<file path="config.mk">
export PLATFORM = sky130hd
export DESIGN_NAME = lzwd_front
export DESIGN_NICKNAME = d
export VERILOG_FILES = /design/src/hdl/lzwd_pkg.sv /design/src/hdl/lzwd_front.sv
export SDC_FILE = /design/constraint.sdc
export NUM_CORES = 1
export LEC_CHECK = 0
export BUFFER_PORTS_ARGS = -buffer_cell sky130_fd_sc_hd__buf_2
export CORE_ASPECT_RATIO = 0.7
export CORE_MARGIN = 3
export CORE_UTILIZATION = 49
export DETAILED_ROUTE_END_ITERATION = 8
export PLACE_DENSITY = 0.88
export SLEW_MARGIN = 10
export SYNTH_ARGS = -nofsm -noshare
export SYNTH_HDL_FRONTEND = slang
export SYNTH_SLANG_ARGS = --single-unit
</file>
<file path="constraint.sdc">
create_clock -name clock -period 3.5 [get_ports clock]
set_input_delay 0.525 -clock clock [delete_from_list [all_inputs] [get_ports clock]]
set_output_delay 0.525 -clock clock [all_outputs]
set_load 0.1 [all_outputs]
</file>
<file path="src/hdl/lzwd_pkg.sv">
package lzwd_pkg;

   localparam int CODE_W   = 12;
   localparam int BYTE_W   = 8;
   localparam int BITS_W   = 4;
   localparam int STATUS_W = 2;
   localparam int LIMIT_W  = 13;
   // wide enough for any dictionary address up to the largest supported size
   localparam int NF_W     = 17;

   localparam int unsigned FIRST_FREE = 257;
   localparam logic [LIMIT_W-1:0] LIMIT_RESET = 13'd4096;
   localparam logic [BITS_W-1:0]  MAX_BITS    = 4'd15;

   // result status codes, also used as the command kind
   localparam logic [STATUS_W-1:0] ST_DATA  = 2'd0;
   localparam logic [STATUS_W-1:0] ST_END   = 2'd1;
   localparam logic [STATUS_W-1:0] ST_BAD   = 2'd2;
   localparam logic [STATUS_W-1:0] ST_TRUNC = 2'd3;

   // one classified request handed from front to back
   typedef struct packed {
      logic [STATUS_W-1:0] kind;
      logic [CODE_W-1:0]   code;
      logic                close_vld;  // complete tail of entry open_addr-1
      logic                open_vld;   // open entry open_addr
      logic [NF_W-1:0]     open_addr;
      logic [BITS_W-1:0]   out_bits;
   } cmd_type;

endpackage

</file>
<file path="src/hdl/lzwd_front.sv">
module lzwd_front #(
   parameter int DICT_SIZE  = 4096,
   parameter int START_BITS = 9
) (
   input  logic                          clock,
   input  logic                          reset,
   input  logic                          req_valid,
   output logic                          req_ready,
   input  logic [lzwd_pkg::CODE_W-1:0]   req_code,
   input  logic                          csr_we,
   input  logic [lzwd_pkg::LIMIT_W-1:0]  csr_wdata,
   output logic                          cmd_valid,
   input  logic                          cmd_ready,
   output lzwd_pkg::cmd_type             cmd
);

   localparam int NW = $clog2(DICT_SIZE) + 1;

   logic [NW-1:0]                   next_free_ff, next_free_in;
   logic [lzwd_pkg::BITS_W-1:0]     code_bits_ff, code_bits_in;
   logic                            have_prev_ff, have_prev_in;
   logic [lzwd_pkg::LIMIT_W-1:0]    limit_ff, limit_in;
   logic [NW-1:0]                   nf_inc;
   logic [lzwd_pkg::BITS_W-1:0]     bits_inc;
   logic                            pow2, wrap, is_end, is_bad, accept;

   assign cmd_valid = req_valid;
   assign req_ready = cmd_ready;
   assign accept    = req_valid && cmd_ready;

   // dictionary bookkeeping for a normal code
   always_comb begin
      is_end   = (req_code == '0);
      is_bad   = (32'(req_code) >= 32'(next_free_ff)) || (32'(req_code) >= 32'(DICT_SIZE));
      nf_inc   = next_free_ff + 1'b1;
      pow2     = ((nf_inc & (nf_inc - 1'b1)) == '0);
      bits_inc = (pow2 && code_bits_ff < lzwd_pkg::MAX_BITS) ? code_bits_ff + 1'b1
                                                              : code_bits_ff;
      wrap     = (32'(nf_inc) >= 32'(limit_ff)) || (32'(nf_inc) >= 32'(DICT_SIZE));
   end

   // classify and compute next state
   always_comb begin
      next_free_in  = next_free_ff;
      code_bits_in  = code_bits_ff;
      have_prev_in  = have_prev_ff;
      limit_in      = csr_we ? csr_wdata : limit_ff;
      cmd.code      = req_code;
      cmd.close_vld = 1'b0;
      cmd.open_vld  = 1'b0;
      cmd.open_addr = lzwd_pkg::NF_W'(next_free_ff);
      cmd.kind      = lzwd_pkg::ST_DATA;
      cmd.out_bits  = code_bits_ff;
      if (is_end) begin
         cmd.kind     = lzwd_pkg::ST_END;
         cmd.out_bits = lzwd_pkg::BITS_W'(START_BITS);
         if (accept) begin
            next_free_in = NW'(lzwd_pkg::FIRST_FREE);
            code_bits_in = lzwd_pkg::BITS_W'(START_BITS);
            have_prev_in = 1'b0;
         end
      end else if (is_bad) begin
         cmd.kind = lzwd_pkg::ST_BAD;
      end else begin
         cmd.close_vld = have_prev_ff;
         cmd.open_vld  = (32'(next_free_ff) < 32'(DICT_SIZE));
         if (wrap) begin
            cmd.out_bits = lzwd_pkg::BITS_W'(START_BITS);
         end else begin
            cmd.out_bits = bits_inc;
         end
         if (accept) begin
            if (wrap) begin
               next_free_in = NW'(lzwd_pkg::FIRST_FREE);
               code_bits_in = lzwd_pkg::BITS_W'(START_BITS);
               have_prev_in = 1'b0;
            end else begin
               next_free_in = nf_inc;
               code_bits_in = bits_inc;
               have_prev_in = 1'b1;
            end
         end
      end
   end

   always_ff @(posedge clock) begin
      if (reset) begin
         next_free_ff <= NW'(lzwd_pkg::FIRST_FREE);
         code_bits_ff <= lzwd_pkg::BITS_W'(START_BITS);
         have_prev_ff <= 1'b0;
         limit_ff     <= lzwd_pkg::LIMIT_RESET;
      end else begin
         next_free_ff <= next_free_in;
         code_bits_ff <= code_bits_in;
         have_prev_ff <= have_prev_in;
         limit_ff     <= limit_in;
      end
   end

endmodule

</file>
==> summary.md <==
| Metric | Value |
|---|---|
| Post-synth top area share | a little under a quarter |
| GP Congestion | between 1 and 1.5 |
| Count leader, synth | inv_1 |
| Via count of the first global-routing pass | between 2000 and 3000 |
| Clock slew at reported path FFs | 0.08 ns |
| Die W | between 90 and 100 um |
| HPWL after DPL | about 6500 um |
| Initial DRC count | roughly 320 |
| Top cells by area, synth | dfxtp_1 (23%), ha_1 (14%), buf_4 (5.7%) |
| Layout cells sized above 1 | approximately 40% |
| Max-Cap Viols | 0 |
| Commonest cells post-synth | inv_1 (37), nor2_1 (34), dfxtp_1 (31) |
| Violations in the final reports | negative setup slack |
| Worst Reg-to-Reg Cells | 16 |
| Relative slew margins | about 65% |
| Total track usage | approximately 28% |
| CTS tree | yes |
| Ys Warns | 0 |
| Final setup violation count | 4 |
| Worst VDD drop | between 0.0002 and 0.00025 V |
| Max Clock Skew | just over 0.01 ns |
| Uppermost routed layer | met4 |
| IO Count | 69 |
| Met3 Wirelength | 1049 um |
| CP Launch Type | register |
| Vias | 2959 |
| Drt total wl | a little under 9000 um |
| PD cells | about 280 nW/um^2 |
| Post-DRT Antenna Nets | 0 |
| CP arrival | around 3.3 ns |
| Syn-to-layout area delta | 38.00% |
| RSZ-0062 raised after global routing | true |
| H-tree depth | 2 |
| Final worst-path cycle share | 110.1% |
| Share of the yosys chip area belonging to registers | around a quarter |
| Max Fanout on Critical Path | 7 |
| CTS Buf Count | 5 |
| Initial antenna violation count | 0 |
| Post-DR vias/cell | between 6 and 7 |
| # diodes | 0 |
| Die Area | approximately 6300 sq um |
| Grt ovf | 0 |
| Port bufs | between 60 and 70 |
| CTS Sinks | 31 |
| Setup WS post-layout | -0.3542 ns |
| Leading area contributor after synthesis | dfxtp_1 |
| Util after Layout | roughly three quarters |
| Post-synth EDFFs | 0 |
| Leakage power | about 1.7 nW |
| Post-Syn Area | between 2000 and 3000 sq um |
| Starting Density | a little over half |
| Dpl cells | 471 |
| First-pass GRT wire length | roughly 14000 um |
| Post-Layout Cell Count | slightly below 500 |
| Ys flop type | dfxtp_1 |
| WHS Path Cells | 3 |
| Largest net degree at the start of global routing | 28 |
| CTS Root Cell | clkbuf_8 |
| Met1 wire length | between 3000 and 4000 um |
| DR DRC count | 0 |
| Reg-to-reg slack, setup | ~0.17 ns |
| Status | finished with violations |
| Clock buffer depth | 2 |
| CP Data Required Time | 2.97 ns |
| DRT Pass-1 Iters | 6 |
| Core Area | about 5000 sq um |
| FP Rows | 21 |
| Cell count after synthesis | 331 |
| DR WL/cell | 18.34 um |
| Min Clock Period, post-route | just under 4 ns |
| Layout net count | between 400 and 500 |
| Netlist cell types | 57 |
| Clk_lat worst skew | 0.30 ns |
| Worst Max-Slew Pin Slew | between 0.5 and 0.6 ns |
| Asr flop ratio synth | 0% |
| Met2 WL post-DR | roughly 4000 um |
| Yosys reg bits | 31 |
| Final Hold Vio Count | 0 |
| Hold WC Path Type | primary input to register |
| Setup crit end kind | output port |
| Slew Limit Fails | 0 |
| Die Span Y | between 60 and 70 um |
| Syn Area/Cell | about 8.0 sq um |
| Top achievable clock speed | approximately 260 MHz |
| Crit Path Class | register to output port |
-- metrics by stage --
step                worst slack [ns]  power, mW  hold WS, ns  TNS [ns]  area [sq um]
floorplan                    -0.3270     0.6154       0.4319    -1.002          2803
global placement            -0.01464     0.6768       0.4410  -0.01464          3338
global route                 -0.4138      1.079       0.4762    -1.521          3649
CTS                          -0.2998      1.018       0.4615   -0.9384          3522
detailed placement         -0.009888     0.6855       0.4595  -0.01367          3338
finish                       -0.3542      1.036       0.4605    -1.285          3649
-- worst max-delay path, cell delays in order, from the launching register on --
cell,delay (ns)
dfxtp_4,0.36
ha_4,0.16
nand3_4,0.11
buf_6,0.14
or4_4,0.50
a2111oi_4,0.41
nand4bb_1,0.22
a21oi_2,0.24
and3_4,0.23
buf_6,0.14
and3_4,0.21
a22o_4,0.14
buf_12,0.16
-- final cells by class --
type / count / area, sq um
tap: 69 / 86.33
multi-input combinational: 234 / 1901
clock inverter: 1 / 6.256
sequential: 31 / 665.6
inverter: 38 / 145.1
timing repair buffer: 107 / 748.2
fill: 361 / 1344
clock buffer: 7 / 96.34
-- timing repair --
item / in CTS / in global routing
resized for setup: 15 / 19
endpoints found under the setup margin: 4 / 13
buffers inserted: 2 / 7
hold buffers: 0 / 0
pin swaps: 10 / 21
-- cell families after synthesis --
group	count (synthesis)	share of synthesized area, %
flip-flops	31	23.47
AND/OR/NAND/NOR	108	21.34
multiplexers	13	4.922
AO/OA/AOI/OAI	69	19.45
XOR/XNOR	11	3.928
adder cells (fa/ha/maj)	29	13.72
other	1	0.1418
buffers and inverters	69	13.01
-- where the power goes --
part           switching, mW  total [mW]  internal (mW)
logic                  0.240       0.341          0.101
registers            0.00755       0.364          0.357
clock network          0.152       0.331          0.179
-- per-layer routing --
metal  up-vias  track usage [%]
met5         -                0
met4         0            10.63
met3        42            7.238
met2       204            45.00
met1      1376            36.80
li1       1337                -
-- final timing paths --
check,start,to
hold reg to reg,have_prev_ff,have_prev_ff
hold / removal,csr_wdata[4],limit_ff[4]
setup / recovery,next_free_ff[1],cmd[1]
setup reg to reg,next_free_ff[0],next_free_ff[9]
-- placed cells by master, fill, tap and decap left out, drive strengths merged, types with 5 or more instances in the layout --
cell and instances:
mux2i 13, ha 29, a31oi 5, dfxtp 31, and3 9, nand3 10, xnor2 9, nor3 7
inv 39, o21ai 12, nor2 34, nor4 7, a22oi 10, o211ai 5, nand2 16, buf 107
clkbuf 7, nand4 9, a21oi 11
-- flip-flops by register name, summed over array words and instances (netlist names) --
signal and flops:
limit_ff 13, have_prev_ff 1, code_bits_ff 4, next_free_ff 13
No activity file was read; power rests on OpenSTA's default activity.
