--- config.mk ---
export PLATFORM = sky130hd
export DESIGN_NAME = lzwd_queue
export DESIGN_NICKNAME = d
export VERILOG_FILES = /design/src/hdl/lzwd_pkg.sv /design/src/hdl/lzwd_queue.sv
export SDC_FILE = /design/constraint.sdc
export NUM_CORES = 1
export LEC_CHECK = 0
export ABC_AREA = 1
export BUFFER_PORTS_ARGS = -buffer_cell sky130_fd_sc_hd__buf_2
export CAP_MARGIN = 10
export CORE_MARGIN = 5
export CORE_UTILIZATION = 51
export CTS_CLUSTER_DIAMETER = 120
export CTS_CLUSTER_SIZE = 20
export DETAILED_ROUTE_END_ITERATION = 8
export GPL_TIMING_DRIVEN = 0
export PLACE_DENSITY = 0.78
export SYNTH_ARGS = -nofsm -noshare
export SYNTH_HDL_FRONTEND = slang
export SYNTH_SLANG_ARGS = --single-unit
--- constraint.sdc ---
create_clock -name clock -period 3 [get_ports clock]
set_input_delay 0.15 -clock clock [delete_from_list [all_inputs] [get_ports clock]]
set_output_delay 0.15 -clock clock [all_outputs]
set_load 0.01 [all_outputs]
--- src/hdl/lzwd_pkg.sv ---
package lzwd_pkg;

   localparam int CODE_W   = 12;
   localparam int BYTE_W   = 8;
   localparam int BITS_W   = 4;
   localparam int STATUS_W = 2;
   localparam int LIMIT_W  = 13;
   // wide enough for any dictionary address up to the largest supported size
   localparam int NF_W     = 17;

   localparam int unsigned FIRST_FREE = 257;
   localparam logic [LIMIT_W-1:0] LIMIT_RESET = 13'd4096;
   localparam logic [BITS_W-1:0]  MAX_BITS    = 4'd15;

   // result status codes, also used as the command kind
   localparam logic [STATUS_W-1:0] ST_DATA  = 2'd0;
   localparam logic [STATUS_W-1:0] ST_END   = 2'd1;
   localparam logic [STATUS_W-1:0] ST_BAD   = 2'd2;
   localparam logic [STATUS_W-1:0] ST_TRUNC = 2'd3;

   // one classified request handed from front to back
   typedef struct packed {
      logic [STATUS_W-1:0] kind;
      logic [CODE_W-1:0]   code;
      logic                close_vld;  // complete tail of entry open_addr-1
      logic                open_vld;   // open entry open_addr
      logic [NF_W-1:0]     open_addr;
      logic [BITS_W-1:0]   out_bits;
   } cmd_type;

endpackage

--- src/hdl/lzwd_queue.sv ---
module lzwd_queue (
   input  logic              clock,
   input  logic              reset,
   input  logic              in_valid,
   output logic              in_ready,
   input  lzwd_pkg::cmd_type in_cmd,
   output logic              out_valid,
   input  logic              out_ready,
   output lzwd_pkg::cmd_type out_cmd
);

   lzwd_pkg::cmd_type slot_ff [2];
   logic       wr_ptr_ff, wr_ptr_in;
   logic       rd_ptr_ff, rd_ptr_in;
   logic [1:0] count_ff, count_in;
   logic       push, pop;

   assign in_ready  = (count_ff != 2'd2);
   assign out_valid = (count_ff != 2'd0);
   assign out_cmd   = slot_ff[rd_ptr_ff];
   assign push      = in_valid && in_ready;
   assign pop       = out_valid && out_ready;

   // pointer and fill update
   always_comb begin
      wr_ptr_in = wr_ptr_ff ^ push;
      rd_ptr_in = rd_ptr_ff ^ pop;
      count_in  = count_ff + {1'b0, push} - {1'b0, pop};
   end

   always_ff @(posedge clock) begin
      if (reset) begin
         wr_ptr_ff <= 1'b0;
         rd_ptr_ff <= 1'b0;
         count_ff  <= 2'd0;
      end else begin
         wr_ptr_ff <= wr_ptr_in;
         rd_ptr_ff <= rd_ptr_in;
         count_ff  <= count_in;
      end
   end

   always_ff @(posedge clock) begin
      if (push) begin
         slot_ff[wr_ptr_ff] <= in_cmd;
      end
   end

endmodule

==> results.yml, run 1 <==
logic_synthesis:
  synth.yosys.warnings: 0
  synthesis.area_mm2: 0.00293
  ys_seq_area_share_pct: 78.6
  ys_top_cells_by_area: "edfxtp_1, nand2_1, dfxtp_1"
  syn-instance-count: 227
  ys.flop_type: "edfxtp_1"
  synthesis.nets: 270
  count_of_flip_flops_with_a_built_in_enable_after_synthesis: 74
  yosysTopAreaCellShare_pct: 75.8
  synth.largest_area_cell: "edfxtp_1"
  synthMostInstantiatedCell: "nand2_1"
  ys_types: 17
  async_flop_share_pct: 0
  postSynthAreaPerCell_um2: 12.9
  synthTopCellsByCount: "nand2_1, edfxtp_1, inv_1"
  yosys_register_bits: 78
worst_hold_path:
  worst_hold_path.endpoint: "slot_ff[0][15]"
  min_delay_path_depth: 1
  holdCritStartpoint: "in_cmd[15]"
  timing.hold.worst.class: "primary input to register"
place:
  gp_routability_congestion: 0.710
  dp.cells: 380
  buffer_ports.inserted: 79
  place_hpwl_um: 3670
cts:
  cts-resized-gates: 0
  postCtsSetupBuffers: 0
  clock_tree.buffer_depth: 2
  clkSlewWorstSetupHoldPaths_ns: 0.08
  cts_sinks: 78
  hold_buffers: 25
  numCtsBuffers: 9
  clock_tree.htree_level_count: 3
  cts_tree: "done"
  clock_insertion_delay_worst_skew_ns: 0.33
  cts_root_buffer: "clkbuf_8"
layout:
  post_layout_nonfiller_instances: 429
  drive_gt1_share_pct: 30.5
  areaGrowthSynthToFinish_pct: 36.3
  antenna-diode-count: 0
  nNetsFinal: 395
critical_path:
  worstReg2RegEnd: "slot_ff[0][24]"
  critical_path_end_type: "register"
  critical_path_peak_fanout: 26
  cp_launch_type: "register"
  r2r.worst_path.cells: 6
  r2r-start: "count_ff[0]"
  reg2reg_slack_ns: 1.36
  signal_arrival_time_at_the_worst_endpoint_ns: 1.68
  cp.required_ns: 3.03
  setup.worst_path.class: "register to register"
detailed_routing:
  drt-pass1-iter-count: 4
  num_vias: 1993
  detail_route.vias_per_cell: 4.65
  route.detailed.wl_per_inst_um: 13.9
  route.detailed.drc: 0
  remaining_antenna_violation_count_after_routing: 0
  route.final.wire_length_um: 5960
  detailedRoute.firstIterationViolations: 98
power_and_ir_drop:
  leakagePower_uw: 0.00173
  power.density_cell_area_mw_per_mm2: 793
  ir_drop_mv: 0.560
sta:
  fin_worst_skew_ns: 0.00565
  slew-limit-headroom_pct: 62.2
  final-setup-viol-count: 0
  number_of_endpoints_with_negative_hold_slack_in_the_final_report: 0
  worst_hold_slack_ns: 0.0129
  final_max_slew_viol_count: 0
  grt_setup_unrepaired: "false"
  period_needed_ns: 1.64
  tightest_slew_ns: 0.566
  finalCritPeriodShare_pct: 54.8
  max_clock_freq_mhz: 608
status:
  run_status: "complete, no violations"
die:
  die_height_um: 85.8
  core_area_mm2: 0.00554
  die_width_um: 85.8
  rows: 27
  fp.dieArea_mm2: 0.00736
  design.portCount: 80
  initial_utilization_pct: 52.9
global_route:
  grt_pass1_wl_um: 9560
  track_usage_pct: 17.3
  first_global_vias: 1986
  largest_net_degree_at_the_start_of_global_routing: 27
  gr-total-overflow: 0
  antenna_found_initial: 0
job:
  max_cap_violations: 0
[critical path: stages, from the launching register on]
cell     delay, ns
dfxtp_1       0.37
inv_1         0.05
nand2_1       0.08
nand2_2       0.12
inv_1         0.09
ha_2          0.39
buf_12        0.24
[layer usage]
metal	track usage (%)	vias up	wire length, um
li1	-	1002	-
met5	0	-	0
met1	20.2	920	2310
met2	30.8	58	3250
met3	3.55	13	270
met4	7.34	0	129
[cell families (layout without fill, tap and decap cells)]
kind of cell	after synthesis	in the layout	share of synthesized area, %
xor+xnor	1	1	0.299
flops	78	78	78.6
fa+ha+maj	2	2	0.854
simple gates	126	126	16.5
compound gates	2	2	0.341
buf+inv	18	148	3.46
[flip-flops by register name, summed over array words and instances, names as in the netlist]
register	count
count_ff	2
slot_ff	74
rd_ptr_ff	1
wr_ptr_ff	1
[placed cells by master (no fill, tap or decap), drive strengths merged]
master,count
a21oi,1
buf,89
bufinv,1
clkbuf,9
clkinv,3
clkinvlp,3
dfxtp,4
dlygate4sd3,33
edfxtp,74
ha,2
inv,10
nand2,117
nand3,1
nor2,7
nor3,1
o21ai,1
xnor2,1
[worst max-delay path by stage]
stage | startpoint | to | slack, ns | cells after the start
6_report | count_ff[0] | slot_ff[0][24] | 1.36 | 6
3_5_place_dp | count_ff[0] | slot_ff[0][23] | 1.35 | 6
3_3_place_gp | count_ff[0] | slot_ff[1][23] | -0.45 | 4
4_1_cts | count_ff[0] | slot_ff[0][25] | 1.34 | 6
5_1_grt | count_ff[0] | slot_ff[0][25] | 1.25 | 6
2_1_floorplan | count_ff[0] | slot_ff[1][0] | 0.38 | 4
[report_power, final]
part           switching (uW)  internal [uW]
combinational             577            382
sequential               54.6           1410
clock                     365            377
[final cells by class]
class	instances	area, um^2
Fill cell	401	1550
Clock buffer	9	124
Multi-Input combinational cell	131	537
Sequential cell	78	2300
Inverter	10	37.5
Buffer	8	63.8
Clock inverter	7	65.1
Timing Repair Buffer	114	773
Tap cell	72	90.1
[through the flow]
stage	setup TNS (ns)	cell area, um^2	power, uW	setup WS, ns	util, %
finish	0	3990	3170	1.36	72.1
global route	0	3990	3370	1.25	72.1
CTS	0	3910	3190	1.34	70.6
detailed placement	0	3470	2430	1.35	62.7
global placement	-16.72	3420	2380	-0.453	61.7
floorplan	0	2930	2040	0.381	-
Power figures use the tool's default switching activity.
==> inputs of run 2 (changes only) <==
CORE_UTILIZATION = 46   (was 51)
PLACE_DENSITY = 0.74   (was 0.78)
clock period = 1.3 ns   (was 3 ns; I/O delays follow)
==> run 2 against run 1 <==
Net effect:
- the run now ends with setup timing left
- combinational power rose to 3.9 times the previous value
- setup slack got worse by 1.4 ns
- core utilization rose by 3.5 points
- sequential share of layout area fell by 8.9 points
- worst hold slack improved by 0.15 ns
- largest cell class unchanged
- largest power group is now combinational logic
==> results.yml, run 2 (synthesized netlist as in run 1, its figures left out) <==
layout:
  biggestRegsByFlops: "slot_ff: 74 flops, count_ff: 2 flops"
  regMostFlops: "slot_ff"
  drive_gt1_share_pct: 47.7
  layout.cells.most_common_list: "nand2_1, edfxtp_1, buf_2, dlygate4sd3_1, nand2_2"
  nNetsFinal: 427
  most_common_cell_after_layout_fill_and_taps_aside: "nand2_1"
  largest_reg_flops: 74
  final.fill_count: 414
  antenna-diode-count: 0
  areaGrowthSynthToFinish_pct: 61.9
sta:
  fin_worst_skew_ns: 0.00635
  period_needed_ns: 1.38
  postLayoutSetupSlackWorst_ns: -0.0831
  number_of_endpoints_with_negative_hold_slack_in_the_final_report: 0
  slew-limit-headroom_pct: 83.4
  grt_setup_unrepaired: "true"
  final_max_slew_viol_count: 0
  finalCritPeriodShare_pct: 106
  worst_hold_slack_ns: 0.166
  tightest_slew_ns: 0.249
  final-setup-viol-count: 65
  max_clock_freq_mhz: 723
  timing.setup.tns_ns: -2.92
cts:
  cts_tree: "done"
  clock_insertion_delay_worst_skew_ns: 0.34
  numCtsBuffers: 9
  cts_sinks: 78
  clock_tree.htree_level_count: 3
  clkSlewWorstSetupHoldPaths_ns: 0.07
  clock_tree.buffer_depth: 2
  cts_root_buffer: "clkbuf_8"
die:
  design.portCount: 80
  rows: 29
  initial_utilization_pct: 46.7
  die_height_um: 89.8
  core_area_mm2: 0.00628
  die_width_um: 89.8
  fp.dieArea_mm2: 0.00807
critical_path:
  signal_arrival_time_at_the_worst_endpoint_ns: 1.45
  cp.required_ns: 1.36
  critical_path_end_type: "register"
  critical_path_peak_fanout: 8
  cp_launch_type: "register"
  setup.worst_path.class: "register to register"
detailed_routing:
  detailedRoute.firstIterationViolations: 91
  route.final.wire_length_um: 7300
  drt-pass1-iter-count: 4
  route.detailed.wl_per_inst_um: 15.7
  num_vias: 2161
  detail_route.vias_per_cell: 4.65
  remaining_antenna_violation_count_after_routing: 0
  route.detailed.drc: 0
global_route:
  antenna_found_initial: 0
  track_usage_pct: 16.9
  gr-total-overflow: 0
  largest_net_degree_at_the_start_of_global_routing: 20
  first_global_vias: 2190
  grt_pass1_wl_um: 10400
place:
  buffer_ports.inserted: 79
  gp_routability_congestion: 0.672
  place_hpwl_um: 3520
power_and_ir_drop:
  ir_drop_mv: 1.23
  power.density_cell_area_mw_per_mm2: 1880
  leakagePower_uw: 0.00202
worst_hold_path:
  timing.hold.worst.class: "primary input to register"
status:
  violated_checks: "setup timing"
  run_status: "finished with violations"
job:
  max_cap_violations: 0
## run 2: final timing paths
| check | startpoint | end | slack, ns | cells past startpoint |
|---|---|---|---|---|
| worst max-delay path | count_ff[0] | slot_ff[0][14] | -0.08 | 6 |
| worst min-delay path | out_ready | rd_ptr_ff | 0.17 | 4 |
| worst max register to register | count_ff[0] | slot_ff[0][14] | -0.08 | 6 |
| worst min register to register | count_ff[0] | count_ff[0] | 0.67 | 3 |
## run 2: area by class of cell
class | count | area, um^2 | share of cell area, %
Inverter | 10 | 42.5 | 0.897
Clock inverter | 5 | 51.3 | 1.08
Clock buffer | 10 | 128 | 2.69
Buffer | 8 | 114 | 2.40
Timing Repair Buffer | 145 | 1250 | 26.4
Sequential cell | 78 | 2310 | 48.8
Tap cell | 77 | 96.3 | 2.03
Multi-Input combinational cell | 132 | 748 | 15.8
## run 2: where the power goes
part / internal [uW] / leakage (uW) / switching, uW
clock network: 864 / 0.0000896 / 830
registers: 3290 / 0.000726 / 194
logic: 1910 / 0.00121 / 1860
## run 2: through the flow
step                      worst slack, ns  std cells  area (um^2)  utilization (%)  total power [uW]
final                             -0.0831        465         4740             75.6              8940
after global routing               -0.147        465         4740             75.6              9390
after CTS                         -0.0447        453         4340             69.2              8060
after floorplan                    -0.204        227         2970                -              4770
after global placement             -0.481        383         3460             55.1              5560
after detailed placement           -0.510        383         3460             55.1              5640
## run 2: metal layers
layer | share of wire [%] | vias to the layer above | wire length (um) | GRT usage [%]
met2 | 53 | 59 | 3870 | 29.5
met3 | 5.1 | 16 | 372 | 6.34
met4 | 2.1 | 0 | 156 | 9.82
li1 | - | 1071 | - | -
met1 | 40 | 1015 | 2900 | 17.1
met5 | 0 | - | 0 | 0
## run 2: worst max-delay path, cell delays in order (launching register included)
cell and delay, ns:
dfxtp_4 0.37, inv_2 0.05, nand2_4 0.08, nand2_8 0.07, inv_4 0.06, ha_4 0.27
clkbuf_16 0.21
## run 2: what timing repair did
action	4_1_cts	5_1_grt
buffers inserted	15	4
gates cloned	2	8
hold buffers	38	0
setup endpoints to repair	97	111
hold endpoints to repair	77	0
pin swaps	8	15
resized for setup	39	61
==> inputs of run 3 (changes only) <==
==> constraint.sdc (replaced) <==
create_clock -name clock -period 1.3 [get_ports clock]
set_input_delay 0.13 -clock clock [delete_from_list [all_inputs] [get_ports clock]]
set_output_delay 0.13 -clock clock [all_outputs]
set_load 0.01 [all_outputs]
==> run 3 against run 2 <==
Net effect:
- the flow still finishes with violations (setup timing)
- wire length is 2.4% lower
- final cell count is 0.22% lower
- combinational power is 4% lower
- critical path depth stayed put
- register-to-register slack hardly changed
- sequential share of layout area is 0.90 points higher
- global-route usage is 0.13 points higher
- fmax is 1.9% lower
- core utilization is 1.5 points lower
- worst hold slack better by 0.067 ns
==> results.yml, run 3 (synthesized netlist as in run 1, its figures left out) <==
power_and_ir_drop:
  leakagePower_uw: 0.00199
  ir_drop_mv: 1.19
  power.density_cell_area_mw_per_mm2: 1880
critical_path:
  critical_path_end_type: "output port"
  path_buf_inv: 4
  worstSetupEndpoint: "out_cmd[26]"
  critical_path_cell_count: 6
  crit_path_cell_trace: "inv_2, buf_12, clkbuf_16, nand2_2, nand2_1, buf_2"
  signal_arrival_time_at_the_worst_endpoint_ns: 1.28
  r2r-start: "count_ff[1]"
  cp_launch_type: "register"
  crit_start: "rd_ptr_ff"
  setup.worst_path.class: "register to output port"
  reg2reg_slack_ns: -0.08
  cpMaxStageDelayCell: "dfxtp_2"
  cp_top_family: "buffers and inverters"
  r2r.worst_path.cells: 10
  critical_path.max_stage_delay_ns: 0.36
  critical_path_peak_fanout: 7
  cp.required_ns: 1.17
  worstReg2RegEnd: "count_ff[1]"
place:
  dp_slack_ns: -0.510
  buffer_ports.inserted: 79
  place_hpwl_um: 3520
  gp_routability_congestion: 0.672
detailed_routing:
  num_vias: 2140
  remaining_antenna_violation_count_after_routing: 0
  route.final.wire_length_um: 7130
  detailedRoute.firstIterationViolations: 84
  route.detailed.drc: 0
  detail_route.vias_per_cell: 4.61
  drt-pass1-iter-count: 4
  route.detailed.wl_per_inst_um: 15.4
status:
  run_status: "finished with violations"
  violated_checks: "setup timing"
layout:
  layout.cells.most_common_list: "nand2_1, buf_2, edfxtp_1, dlygate4sd3_1, nand2_2"
  largest_reg_flops: 74
  most_common_cell_after_layout_fill_and_taps_aside: "nand2_1"
  nNetsFinal: 426
  antenna-diode-count: 0
  regMostFlops: "slot_ff"
  finalCoreUtilization_pct: 74.1
  drive_gt1_share_pct: 46.0
  biggestRegsByFlops: "slot_ff: 74 flops, count_ff: 2 flops"
  areaGrowthSynthToFinish_pct: 58.8
die:
  core_area_mm2: 0.00628
  die_width_um: 89.8
  rows: 29
  design.portCount: 80
  fp.dieArea_mm2: 0.00807
  initial_utilization_pct: 46.7
  die_height_um: 89.8
sta:
  postLayoutSetupSlackWorst_ns: -0.110
  number_of_endpoints_with_negative_hold_slack_in_the_final_report: 0
  finalCritPeriodShare_pct: 108
  fin_worst_skew_ns: 0.00762
  period_needed_ns: 1.41
  max_clock_freq_mhz: 709
  slew-limit-headroom_pct: 83.9
  final_max_slew_viol_count: 0
  grt_setup_unrepaired: "true"
  final-setup-viol-count: 75
  tightest_slew_ns: 0.242
  timing.setup.tns_ns: -4.42
cts:
  numCtsBuffers: 9
  clkSlewWorstSetupHoldPaths_ns: 0.07
  cts_tree: "done"
  clock_tree.buffer_depth: 2
  clock_tree.htree_level_count: 3
  cts_root_buffer: "clkbuf_8"
  cts_sinks: 78
  clock_insertion_delay_worst_skew_ns: 0.35
worst_hold_path:
  min_delay_path_depth: 4
  timing.hold.worst.class: "primary input to register"
global_route:
  grt_pass1_wl_um: 10500
  gr-max-usage-layer: "met2"
  largest_net_degree_at_the_start_of_global_routing: 20
  first_global_vias: 2216
  globalRouteMet1Util_pct: 17.0
  track_usage_pct: 17.0
  antenna_found_initial: 0
  global_route.usage.met3_pct: 6.34
  globalRouteMet2Util_pct: 30.0
  gr-total-overflow: 0
job:
  max_cap_violations: 0
run 3: cell count changes in the layout (fill, tap and decap cells not counted):
cell | before | now
buf_6 | 11 | 10
buf_4 | 11 | 10
inv_4 | 2 | 1
inv_2 | 3 | 5
dfxtp_2 | 0 | 1
buf_2 | 72 | 75
buf_8 | 8 | 6
inv_1 | 5 | 4
dfxtp_4 | 3 | 2
nand2_1 | 78 | 85
nand2_4 | 10 | 3
run 3: where the power goes:
group          internal [uW]  switching [uW]
registers               3280             175
clock network            863             824
logic                   1800            1800
run 3: tightest hold or removal path: stages:
cell and delay, ns:
buf_2 0.08, inv_1 0.06, nor3_1 0.17, nor2_1 0.09
run 3: cell type report:
type | instances | area [um^2]
Sequential cell | 78 | 2310
Multi-Input combinational cell | 132 | 696
Inverter | 10 | 40.0
Tap cell | 77 | 96.3
Clock inverter | 5 | 51.3
Clock buffer | 10 | 128
Timing Repair Buffer | 144 | 1220
Fill cell | 424 | 1620
Buffer | 8 | 108
run 3: layer usage:
| layer | share of wire [%] | wire length, um |
|---|---|---|
| met1 | 40 | 2850 |
| met2 | 52 | 3700 |
| met4 | 2.2 | 159 |
| met5 | 0 | 0 |
| met3 | 5.8 | 415 |
run 3: what timing repair did:
action	4_1_cts	5_1_grt
hold endpoints to repair	76	0
hold buffers	38	0
setup endpoints to repair	112	113
resized for setup	44	33
cloned	2	7
buffers inserted	16	4
pin swaps	9	12
run 3: worst min-delay path by stage:
stage / from / endpoint
after floorplan: reset / count_ff[0]
after detailed placement: reset / count_ff[0]
after CTS: out_ready / rd_ptr_ff
after global routing: out_ready / rd_ptr_ff
final: out_ready / rd_ptr_ff
after global placement: reset / count_ff[0]
run 3: through the flow:
step	hold WS, ns	instances	instance area (um^2)	power, uW
final	0.233	464	4650	8750
after global routing	0.232	464	4650	9210
after CTS	0.213	454	4370	8120
after detailed placement	0.314	383	3460	5640
after global placement	0.313	383	3460	5560
after floorplan	0.194	227	2970	4770
